$ cat config.mk
export PLATFORM = sky130hd
export DESIGN_NAME = format_spec_parser
export DESIGN_NICKNAME = d
export VERILOG_FILES = /design/src/sv/fsp_pkg.sv /design/src/sv/format_spec_parser.sv /design/src/sv/fsp_step.sv
export SDC_FILE = /design/constraint.sdc
export NUM_CORES = 1
export LEC_CHECK = 0
export ABC_AREA = 1
export CAP_MARGIN = 10
export CORE_ASPECT_RATIO = 1.5
export CORE_UTILIZATION = 40
export CTS_CLUSTER_SIZE = 40
export DETAILED_ROUTE_END_ITERATION = 8
export DONT_BUFFER_PORTS = 1
export SLEW_MARGIN = 10
export SYNTH_ARGS = -nofsm -noshare
export SYNTH_HDL_FRONTEND = slang
export SYNTH_SLANG_ARGS = --single-unit
$ cat constraint.sdc
create_clock -name clk -period 7.59 [get_ports clk]
set_clock_uncertainty 0.15 [all_clocks]
set_input_delay 0 -clock clk [delete_from_list [all_inputs] [get_ports clk]]
set_output_delay 0 -clock clk [all_outputs]
set_load 0.05 [all_outputs]
$ cat src/sv/fsp_pkg.sv
package fsp_pkg;

	localparam logic [7:0] CH_MINUS = 8'h2D;
	localparam logic [7:0] CH_PLUS  = 8'h2B;
	localparam logic [7:0] CH_HASH  = 8'h23;
	localparam logic [7:0] CH_ZERO  = 8'h30;
	localparam logic [7:0] CH_NINE  = 8'h39;
	localparam logic [7:0] CH_SPACE = 8'h20;
	localparam logic [7:0] CH_STAR  = 8'h2A;
	localparam logic [7:0] CH_DOT   = 8'h2E;
	localparam logic [7:0] CH_H     = 8'h68;
	localparam logic [7:0] CH_L     = 8'h6C;
	localparam logic [7:0] CH_UL    = 8'h4C;
	localparam logic [7:0] CH_T     = 8'h74;
	localparam logic [7:0] CH_J     = 8'h6A;
	localparam logic [7:0] CH_Z     = 8'h7A;

	localparam int unsigned FLAG_MINUS = 0;
	localparam int unsigned FLAG_PLUS  = 1;
	localparam int unsigned FLAG_HASH  = 2;
	localparam int unsigned FLAG_ZERO  = 3;
	localparam int unsigned FLAG_SPACE = 4;

	localparam logic [30:0] SAT_MAX = 31'h7FFF_FFFF;

	typedef enum logic [2:0] {
		PH_IDLE  = 3'd0,
		PH_FLAGS = 3'd1,
		PH_WIDTH = 3'd2,
		PH_DOT   = 3'd3,
		PH_PDIG  = 3'd4,
		PH_LEN1  = 3'd5,
		PH_LEN2  = 3'd6,
		PH_CONV  = 3'd7
	} phase_t;

	typedef enum logic [3:0] {
		ACT_START,
		ACT_FLAG,
		ACT_WDIG,
		ACT_WSTAR,
		ACT_DOT,
		ACT_PDIG,
		ACT_PSTAR,
		ACT_LEN1,
		ACT_LEN2,
		ACT_EMIT
	} act_t;

	typedef struct packed {
		logic [7:0]         ch;
		logic signed [31:0] star_value;
	} in_t;

	typedef struct packed {
		logic        left_align;
		logic        force_sign;
		logic        alternate_form;
		logic        zero_pad;
		logic        space_sign;
		logic [30:0] field_width;
		logic        has_precision;
		logic [30:0] precision_value;
		logic [7:0]  length_first;
		logic [7:0]  length_second;
		logic [7:0]  conversion;
	} out_t;

	typedef struct packed {
		phase_t      phase;
		logic [4:0]  flags;
		logic [30:0] width_acc;
		logic [30:0] prec_acc;
		logic        dot_seen;
		logic [15:0] len_bytes;
	} st_t;

	localparam st_t ST_RESET = '{
		phase:     PH_IDLE,
		flags:     5'd0,
		width_acc: 31'd0,
		prec_acc:  31'd0,
		dot_seen:  1'b0,
		len_bytes: 16'd0
	};

	// acc * 10 + digit, saturating
	function automatic logic [30:0] acc_digit(input logic [30:0] acc, input logic [7:0] c);
		logic [34:0] v;
		begin
			v = {1'b0, acc, 3'b000} + {3'b000, acc, 1'b0} + {31'd0, c[3:0]} - 35'd0;
			acc_digit = (v > {4'd0, SAT_MAX}) ? SAT_MAX : v[30:0];
		end
	endfunction

	function automatic logic [30:0] star_mag(input logic signed [31:0] v);
		logic [31:0] m;
		begin
			m = ~v + 32'd1;
			if (v[31]) begin
				star_mag = m[31] ? SAT_MAX : m[30:0];
			end else begin
				star_mag = v[30:0];
			end
		end
	endfunction

endpackage

$ cat src/sv/format_spec_parser.sv
// output: a conversion character shows on rsp in the cycle after it is accepted
// throughput: one character per cycle unless stalled; the parse state register
// and the result register are the only storage, the step logic sits between them
// req_ready drops only while a result waits and rsp_ready is low
// reset: arst_n clears the parse state to idle and empties the result register
module format_spec_parser import fsp_pkg::*; (
	input  logic clk,
	input  logic arst_n,
	input  logic req_valid,
	output logic req_ready,
	input  in_t  req,
	output logic rsp_valid,
	input  logic rsp_ready,
	output out_t rsp
);

	st_t  state_q;
	st_t  nxt;
	logic emit;
	out_t res;
	out_t rsp_q;
	logic rsp_valid_q;
	logic accept;

	fsp_step u_step (
		.st   (state_q),
		.word (req),
		.nxt  (nxt),
		.emit (emit),
		.res  (res)
	);

	assign req_ready = !rsp_valid_q || rsp_ready;
	assign accept    = req_valid && req_ready;

	always_ff @(posedge clk or negedge arst_n) begin
		if (!arst_n) begin
			state_q     <= ST_RESET;
			rsp_valid_q <= 1'b0;
		end else begin
			if (accept) begin
				state_q <= nxt;
			end
			if (accept && emit) begin
				rsp_valid_q <= 1'b1;
			end else if (rsp_ready) begin
				rsp_valid_q <= 1'b0;
			end
		end
	end

	always_ff @(posedge clk) begin
		if (accept && emit) begin
			rsp_q <= res;
		end
	end

	assign rsp_valid = rsp_valid_q;
	assign rsp       = rsp_q;

endmodule

$ cat src/sv/fsp_step.sv
module fsp_step import fsp_pkg::*; (
	input  st_t  st,
	input  in_t  word,
	output st_t  nxt,
	output logic emit,
	output out_t res
);

	logic [7:0] c;
	logic       is_digit;
	logic       is_flag;
	logic       is_len1;
	logic       is_len2;
	logic [4:0] flag_set;
	act_t       len_act;
	act_t       act;
	phase_t     nxt_phase;

	assign c        = word.ch;
	assign is_digit = (c >= CH_ZERO) && (c <= CH_NINE);
	assign is_flag  = c inside {CH_MINUS, CH_PLUS, CH_HASH, CH_ZERO, CH_SPACE};
	assign is_len1  = c inside {CH_H, CH_L, CH_UL, CH_T, CH_J, CH_Z};
	assign is_len2  = c inside {CH_H, CH_L};
	assign len_act  = is_len1 ? ACT_LEN1 : ACT_EMIT;

	always_comb begin
		flag_set = 5'd0;
		case (c)
			CH_MINUS: flag_set[FLAG_MINUS] = 1'b1;
			CH_PLUS:  flag_set[FLAG_PLUS]  = 1'b1;
			CH_HASH:  flag_set[FLAG_HASH]  = 1'b1;
			CH_ZERO:  flag_set[FLAG_ZERO]  = 1'b1;
			CH_SPACE: flag_set[FLAG_SPACE] = 1'b1;
			default:  flag_set = 5'd0;
		endcase
	end

	// decode what this character does
	always_comb begin
		act = ACT_EMIT;
		case (st.phase)
			PH_IDLE: act = ACT_START;
			PH_FLAGS, PH_WIDTH: begin
				if (st.phase == PH_FLAGS && is_flag) act = ACT_FLAG;
				else if (is_digit)                   act = ACT_WDIG;
				else if (c == CH_STAR)               act = ACT_WSTAR;
				else if (c == CH_DOT)                act = ACT_DOT;
				else                                 act = len_act;
			end
			PH_DOT: act = (c == CH_DOT) ? ACT_DOT : len_act;
			PH_PDIG: begin
				if (is_digit)          act = ACT_PDIG;
				else if (c == CH_STAR) act = ACT_PSTAR;
				else                   act = len_act;
			end
			PH_LEN1: act = len_act;
			PH_LEN2: act = is_len2 ? ACT_LEN2 : ACT_EMIT;
			PH_CONV: act = ACT_EMIT;
			default: act = ACT_EMIT;
		endcase
	end

	// next phase
	always_comb begin
		nxt_phase = st.phase;
		case (act)
			ACT_START: nxt_phase = PH_FLAGS;
			ACT_FLAG:  nxt_phase = PH_FLAGS;
			ACT_WDIG:  nxt_phase = PH_WIDTH;
			ACT_WSTAR: nxt_phase = PH_DOT;
			ACT_DOT:   nxt_phase = PH_PDIG;
			ACT_PDIG:  nxt_phase = PH_PDIG;
			ACT_PSTAR: nxt_phase = PH_LEN1;
			ACT_LEN1:  nxt_phase = PH_LEN2;
			ACT_LEN2:  nxt_phase = PH_CONV;
			ACT_EMIT:  nxt_phase = PH_IDLE;
			default:   nxt_phase = PH_IDLE;
		endcase
	end

	// datapath and result
	always_comb begin
		nxt.phase     = nxt_phase;
		nxt.flags     = st.flags;
		nxt.width_acc = st.width_acc;
		nxt.prec_acc  = st.prec_acc;
		nxt.dot_seen  = st.dot_seen;
		nxt.len_bytes = st.len_bytes;
		emit          = 1'b0;
		case (act)
			ACT_FLAG: nxt.flags = st.flags | flag_set;
			ACT_WDIG: nxt.width_acc = acc_digit(st.width_acc, c);
			ACT_WSTAR: begin
				nxt.width_acc = star_mag(word.star_value);
				nxt.flags[FLAG_MINUS] = st.flags[FLAG_MINUS] | word.star_value[31];
			end
			ACT_DOT: nxt.dot_seen = 1'b1;
			ACT_PDIG: nxt.prec_acc = acc_digit(st.prec_acc, c);
			ACT_PSTAR: begin
				nxt.prec_acc = star_mag(word.star_value);
				nxt.flags[FLAG_MINUS] = st.flags[FLAG_MINUS] | word.star_value[31];
			end
			ACT_LEN1: nxt.len_bytes = {8'd0, c};
			ACT_LEN2: nxt.len_bytes = {c, st.len_bytes[7:0]};
			ACT_EMIT: begin
				emit          = 1'b1;
				nxt.flags     = 5'd0;
				nxt.width_acc = 31'd0;
				nxt.prec_acc  = 31'd0;
				nxt.dot_seen  = 1'b0;
				nxt.len_bytes = 16'd0;
			end
			default: begin
			end
		endcase
	end

	assign res.left_align      = st.flags[FLAG_MINUS];
	assign res.force_sign      = st.flags[FLAG_PLUS];
	assign res.alternate_form  = st.flags[FLAG_HASH];
	assign res.zero_pad        = st.flags[FLAG_ZERO];
	assign res.space_sign      = st.flags[FLAG_SPACE];
	assign res.field_width     = st.width_acc;
	assign res.has_precision   = st.dot_seen;
	assign res.precision_value = st.prec_acc;
	assign res.length_first    = st.len_bytes[7:0];
	assign res.length_second   = st.len_bytes[15:8];
	assign res.conversion      = c;

endmodule
* Word-level counts from Yosys, hierarchy flattened
Memories as Yosys holds them, arrays and structs flattened. A register that Yosys moved wholly into a read port is not among the register bits. Cells that the tools add are included.
Storage, ports and cells: ROM bits 48, memories kept 1, bits of input ports 44, output and inout bits 94, register bits after elaboration 177, logic and storage cells 117
Memories:
- (no name shown) | words 16, width 3, rd ports 1, clocked after memory_dff 1, wr ports 0, line fsp_step.sv:66 | case (act)
Operators by class: reduce and logical (&&, ||, !) cells 28, add/sub/neg operators 5, bitwise gates (word level) 4, equality and inequality tests 29, muxes and demuxes 27, $lt $le $gt $ge 4
Operators by type and width (count):
- $pmux 31 s3 | 2
- $mux 31 | 4
- $add 34x32->35 | 2
- $add 35x4->35 | 2
- $gt 35x31->1 const B | 2
- $eq 8x6->1 const B | 7
- $eq 8x7->1 const B | 6
- $pmux 16 s3 | 1
- $add 32x1->32 const B | 1
- $not 32->32 | 1
- $mux 4 | 7
- $pmux 4 s7 | 1
- $eq 4x3->1 const B | 4
- $eq 3x3->1 const B | 4
- $reduce_and 2->1 | 6
- $reduce_bool 3->1 | 4
- $reduce_bool 2->1 | 5
- $mux 1 | 9
- $eq 4x2->1 const B | 2
- $eq 4x4->1 const B | 2
- $ge 8x6->1 const B | 1
- $le 8x6->1 const B | 1
- $pmux 4 s2 | 1
- $eq 3x2->1 const B | 2
- 15 further kinds | 20

* Longest topological paths before layout
Gate-level depths: netlist (run 1).
depth in word-level cells 12, depth in mapped cells 21, gate-level depth less buffers 20

* Cells and area by module
From an unflattened synthesis (run 1), not the netlist that was laid out.
Unflattened totals: cell total of the unflattened synthesis 2302, area total of the unflattened synthesis 15925.3 µm²
Modules (own cells, without submodules):
- fsp_step | times used 1, cells each 1826, seq. area each 0.0 µm², area each 9668.0 µm²
- format_spec_parser | times used 1, cells each 476, seq. area each 4964.8 µm², area each 6257.3 µm²

* Least setup slack after synthesis (run 1)
OpenSTA, ideal clock, no wires.
path kind reg2reg, from register rsp_valid_q, in the netlist rsp_valid, to register rsp_q (netlist bit rsp[0]) (enable), setup slack 3.617 ns, period minus slack after synthesis 3.973 ns, buffers on the path 0, cell stages (with the launch flop) 6, library setup time 0.448 ns, required time 6.992 ns, arrival 3.375 ns, path through dfrtp_1 > nand2_1 > nand2_1 > clkinv_1 > nand3_2 > inv_1
Between the ends: word-level cells in the longest chain between the ends 4
Ends and longest elaborated chain:
- start: declaration | line format_spec_parser.sv:22 | logic rsp_valid_q;
- start signal: assignment | line format_spec_parser.sv:39 | rsp_valid_q <= 1'b0;
- start signal: assignment | line format_spec_parser.sv:45 | rsp_valid_q <= 1'b1;
- start signal: assignment | line format_spec_parser.sv:47 | rsp_valid_q <= 1'b0;
- $logic_not 1->1 | line format_spec_parser.sv:33 | assign req_ready = !rsp_valid_q || rsp_ready;
- $logic_or 1x1->1 | line format_spec_parser.sv:33
- net req_ready | line format_spec_parser.sv:10 | output logic req_ready,
- $logic_and 1x1->1 | line format_spec_parser.sv:34 | assign accept = req_valid && req_ready;
- $logic_and 1x1->1 | line format_spec_parser.sv:53 | if (accept && emit) begin
- end signal: assignment | line format_spec_parser.sv:54 | rsp_q <= res;
- end: declaration | line format_spec_parser.sv:21 | out_t rsp_q;
The timed path passes the listed nets, and every way through them passes these cells. A chain may end at the register's enable or synchronous reset.

* Final worst setup path (run 1)
from register rsp_valid_q, in the netlist rsp_valid, to register state_q[59] (netlist name)
Between the ends: word-level cells in the longest chain between the ends 4
Ends and longest elaborated chain:
- $logic_not 1->1 | line format_spec_parser.sv:33
- $logic_or 1x1->1 | line format_spec_parser.sv:33
- net req_ready | line format_spec_parser.sv:10
- $logic_and 1x1->1 | line format_spec_parser.sv:34
- $reduce_and 2->1 (no line)
- end signal: assignment | line format_spec_parser.sv:42 | state_q <= nxt;
- end: declaration | line format_spec_parser.sv:17 | st_t state_q;
The timed path passes the listed nets, and every way through them passes these cells.

==> results.cfg, run 1 <==
[run_status]
outcome = finished, violations left
violations = negative hold slack

[floorplan]
coreArea_um2 = 35100
initial_core_util = 0.406
row_count = 84
die_area_um2 = 36400
die_x_um = 156
die_height_um = 233
io_pins = 138

[finish]
final_core_util = 0.451
drive_gt1_frac = 0.0341
layout.nets = 2271
diodes = 0
area_growth_pct = 11.1

[timing]
relSlewSlack = 0.178
worst_slack_ns = 3.63
fmax_ghz = 0.252
worst_pin_slew_ns = 1.23
period_share = 0.522
setup_violations = 0
hold_slack_ns = -0.0168
slew_violations = 0
tns_ns = 0
rsz0062_at_grt = no
fin_crit_ns = 3.96
hold_viol_final = 33

[routing]
first_pass_iters = 5
antenna_left = 0
num_vias = 13400
post_drt_wl_per_cell_um = 17.1
postRouteWirelength_um = 44200
drt_iter0_drc = 750
drc_errors = 0
via_per_inst = 5.17

[clocking]
numCtsBuffers = 17
cts_hold_buf = 49
insertion_delay_ns = 0.47
cts_resized = 0
max-clock-path-buffers = 2
post_cts_buffers = 0
path_clk_slew_ns = 0.08
htreeDepth = 4
cts_tree = yes
cts_sinks = 180
root_buffer = clkbuf_16

[logic_synthesis]
synth_top_flop_cell = edfxtp_1
synth-seq-area-share = 0.348
syn_inst = 2079
synth_area_per_cell_um2 = 6.86
synth-edff-count = 92
synth_commonest_cells = nand2_1, inv_1, nand3_1, nor2_1, ha_1
netlist.area_leader.share = 0.210
synthesis.nets = 2250
yosysTopAreaCell = nand2_1
ys_seq_elements = 180
synth_area_leaders = nand2_1, edfxtp_1, dfrtp_1, ha_1, nand3_1
ys_async_sr_fraction = 0.489
synthMostInstantiatedCell = nand2_1
yosysWarnings = 0
syn_area_um2 = 14300
synth_cell_types = 43

[placed_design]
gp_congestion = 0.923
hpwl_um = 33300
post-place-ws_ns = 3.46
port_buffers = 0

[setup_path]
worstPathRequired_ns = 7.80
end_kind = flip-flop
critPathArrivalTime_ns = 4.17
start_kind = flip-flop
cp_max_fo = 42
crit_type = flip-flop to flip-flop

[grt]
grt_pass1_vias = 13200
grt_usage = 0.250
grt-ovfl-total = 0
grt_pass1_wl_um = 69400
antenna_found_initial = 0
grt_start_max_net_pins = 89

[hold_path]
min-delay-path-class = input port to async pin

[run]
max_cap_viol_count = 0
==> metal layers <==
| layer | routed length (um) | track usage | vias to the layer above |
|---|---|---|---|
| met5 | 0 | 0 | - |
| met4 | 1700 | 0.111 | 0 |
| met3 | 2060 | 0.0360 | 89 |
| met2 | 23400 | 0.464 | 377 |
| met1 | 17100 | 0.278 | 6215 |
| li1 | - | - | 6692 |
==> kinds of logic (layout without fill, tap and decap cells) <==
group	Yosys count	count (layout)	synth area share
adders and majority gates	127	127	0.114
and+or+nand+nor	1284	1284	0.375
AOI/OAI and AO/OA	114	114	0.0444
buffers and inverters	328	362	0.0905
DFF	180	180	0.348
xor gates and xnor gates	46	46	0.0283
==> critical path: stages, from the launching register on <==
cell and delay, ns:
dfrtp_1 0.64, nand2_1 0.47, nand2_1 0.35, clkinv_1 0.34, nand3_2 0.17, buf_4 0.45
nand2_1 0.80, nand2_1 0.35, nand2_1 0.08
==> worst paths after layout <==
kind,startpoint,endpoint,slack [ns],depth (start not counted)
worst max-delay path,rsp_valid,state_q[59],3.63,8
worst min-delay path,arst_n,rsp_valid,-0.02,2
worst max register to register,rsp_valid,state_q[59],3.63,8
worst min register to register,state_q[9],rsp[9],0.30,0
max in group asynchronous,arst_n,state_q[78],6.90,2
min in group clk,req[17],state_q[46],0.04,7
==> per-stage QoR <==
stage	cells	area, um2
global route	2586	15800
floorplan	2079	14300
finish	2586	15800
global placement	2504	14600
detailed placement	2504	14700
CTS	2585	15800
==> placed cells by master, fill, tap and decap left out, types with 3 or more instances in the layout <==
| cell type | n |
|---|---|
| clkbuf_16 | 17 |
| dfrtp_1 | 88 |
| nand2_1 | 797 |
| inv_2 | 5 |
| ha_1 | 123 |
| nor2_1 | 156 |
| or2_2 | 9 |
| nor3_1 | 23 |
| buf_4 | 6 |
| inv_1 | 265 |
| nand4_1 | 19 |
| nand3_1 | 249 |
| nand2_2 | 3 |
| clkinv_1 | 3 |
| nand3b_1 | 10 |
| o21bai_1 | 8 |
| a21o_1 | 4 |
| edfxtp_1 | 92 |
| o21ai_0 | 32 |
| xnor2_1 | 40 |
| nand3_2 | 3 |
| clkinv_8 | 7 |
| fa_1 | 4 |
| dlygate4sd3_1 | 48 |
| nor2_4 | 5 |
| a21oi_1 | 60 |
| inv_12 | 4 |
| xor2_1 | 6 |
==> registers in the layout (all words and copies together), names as in the netlist <==
name,flops
rsp_valid,1
state_q,87
rsp,92
==> cell type report <==
class / count / area [um2]
Fill cell: 3707 / 19300
Multi-Input combinational cell: 1571 / 8030
Sequential cell: 180 / 4960
Inverter: 274 / 1030
Tap cell: 473 / 592
Timing Repair Buffer: 56 / 581
Clock buffer: 17 / 425
Clock inverter: 15 / 216
Power of run 1 is not shown: default switching activity piles up to over one toggle a cycle in this logic, so the estimate is an artifact.
==> run 2, diff against run 1 <==
Clock period 7.59 ns to 4.1 ns, I/O delays scaled along.
==> run 2 against run 1 <==
Against the previous run: the flow now finishes without violations; via count shrank 0.31%; core utilization fell by 0.10 points; global-route usage up 0.51 points; die area unchanged; first-iteration DRC count up 7.6%; non-clock buffer count up 8; sequential share of layout area up 0.069 points; flip-flop and latch count did not move; routed wire length increased by 1.5%; register-to-register slack worse by 3.0 ns; final cell count grew 0.31%; worst setup slack worse by 3.1 ns; critical path type is now input port to flip-flop; highest routed layer unchanged.
==> results.cfg, run 2 (synthesis results as in run 1) <==
[run_status]
outcome = finished clean

[floorplan]
die_height_um = 233
row_count = 84
coreArea_um2 = 35100
die_area_um2 = 36400
io_pins = 138
die_x_um = 156
initial_core_util = 0.406

[timing]
period_share = 0.877
relSlewSlack = 0.188
fin_crit_ns = 3.60
hold_viol_final = 0
fmax_ghz = 0.278
rsz0062_at_grt = no
worst_pin_slew_ns = 1.21
tns_ns = 0
slew_violations = 0
setup_violations = 0

[setup_path]
end_kind = flip-flop
worstReg2RegStart = state_q[17]
crit_type = input port to flip-flop
start_kind = input port
cp_max_fo = 24
r2r_cells = 21
worstPathRequired_ns = 4.35
r2r_slack_ns = 0.67
r2r_end = state_q[23]
critPathArrivalTime_ns = 3.85

[routing]
antenna_left = 0
first_pass_iters = 5
post_drt_wl_per_cell_um = 17.3
num_vias = 13300
postRouteWirelength_um = 44900
drc_errors = 0
drt_iter0_drc = 807
via_per_inst = 5.14

[finish]
diodes = 0
layout_commonest_cell = nand2_1
layout.nets = 2279
fin_cells = 2594
largest_reg_flops = 92
area_growth_pct = 10.8
final_cell_mix = nand2_1, inv_1, nand3_1, nor2_1, ha_1
drive_gt1_frac = 0.0363

[hold_path]
min_path_cells = 7
min-delay-path-class = input port to flip-flop
worstHoldStart = req[17]
whs_endpoint = state_q[46]

[placed_design]
hpwl_um = 34000
gp_congestion = 0.946
port_buffers = 0
place_inst = 2512

[clocking]
cts_tree = yes
insertion_delay_ns = 0.46
cts_hold_buf = 50
root_buffer = clkbuf_16
cts_resized = 0
post_cts_buffers = 0
max-clock-path-buffers = 2
htreeDepth = 4
cts_sinks = 180
numCtsBuffers = 17
path_clk_slew_ns = 0.08

[grt]
grt-ovfl-total = 0
grt_usage = 0.255
grt_start_max_net_pins = 80
grt_pass1_vias = 13300
antenna_found_initial = 0
grt_pass1_wl_um = 70800

[run]
max_cap_viol_count = 0
run 2: cell types whose count changed in the layout (fill, tap and decap cells not counted), sizes merged:
cell         change
dlygate4sd3      +1
inv              -1
clkinv           -1
buf              +7
clkbuf           +1
clkinvlp         +1
run 2: how the worst max path moves through the flow:
stage / slack, ns / cells after the start / startpoint / to
4_1_cts: 0.58 / 15 / req[0] / state_q[28]
2_1_floorplan: 0.13 / 5 / rsp_valid / rsp[0]
6_report: 0.50 / 15 / req[0] / state_q[28]
3_5_place_dp: 0.71 / 21 / state_q[19] / state_q[23]
5_1_grt: 0.32 / 20 / state_q[19] / state_q[24]
3_3_place_gp: 0.72 / 21 / state_q[17] / state_q[23]
run 2: final cells by class:
class | instances | area, um2
Tap cell | 473 | 592
Fill cell | 3660 | 19300
Clock inverter | 14 | 138
Timing Repair Buffer | 64 | 636
Sequential cell | 180 | 4960
Multi-Input combinational cell | 1571 | 8020
Clock buffer | 18 | 429
Inverter | 274 | 1030
run 2: critical path: stages:
cell and delay [ns]:
dlygate4sd3_1 0.55, inv_1 0.15, nand3_1 0.16, nor2_1 0.27
nand2_1 0.22, nor2_1 0.21, nand4_1 0.29, nor2_1 0.39
inv_1 0.46, nand3_1 0.22, dlygate4sd3_1 0.63, nand2_1 0.09
nand2_1 0.10, nand2_1 0.05, nand2_1 0.07
run 2: routing by layer:
metal | global-route usage | vias to the layer above | part of all wire
li1 | - | 6713 | -
met1 | 0.293 | 6198 | 0.40
met2 | 0.458 | 319 | 0.51
met3 | 0.0351 | 102 | 0.042
met4 | 0.127 | 0 | 0.045
met5 | 0 | - | 0
run 2: metrics by stage:
stage	hold slack, ns	utilization	instance area (um2)	worst slack [ns]
5_1_grt	0.0349	0.450	15800	0.320
3_3_place_gp	-0.442	0.419	14700	0.715
3_5_place_dp	-0.441	0.419	14700	0.715
6_report	0.0112	0.450	15800	0.503
2_1_floorplan	-0.446	-	14300	0.127
4_1_cts	0.00335	0.450	15800	0.576
Power of run 2 is left out for the same reason.
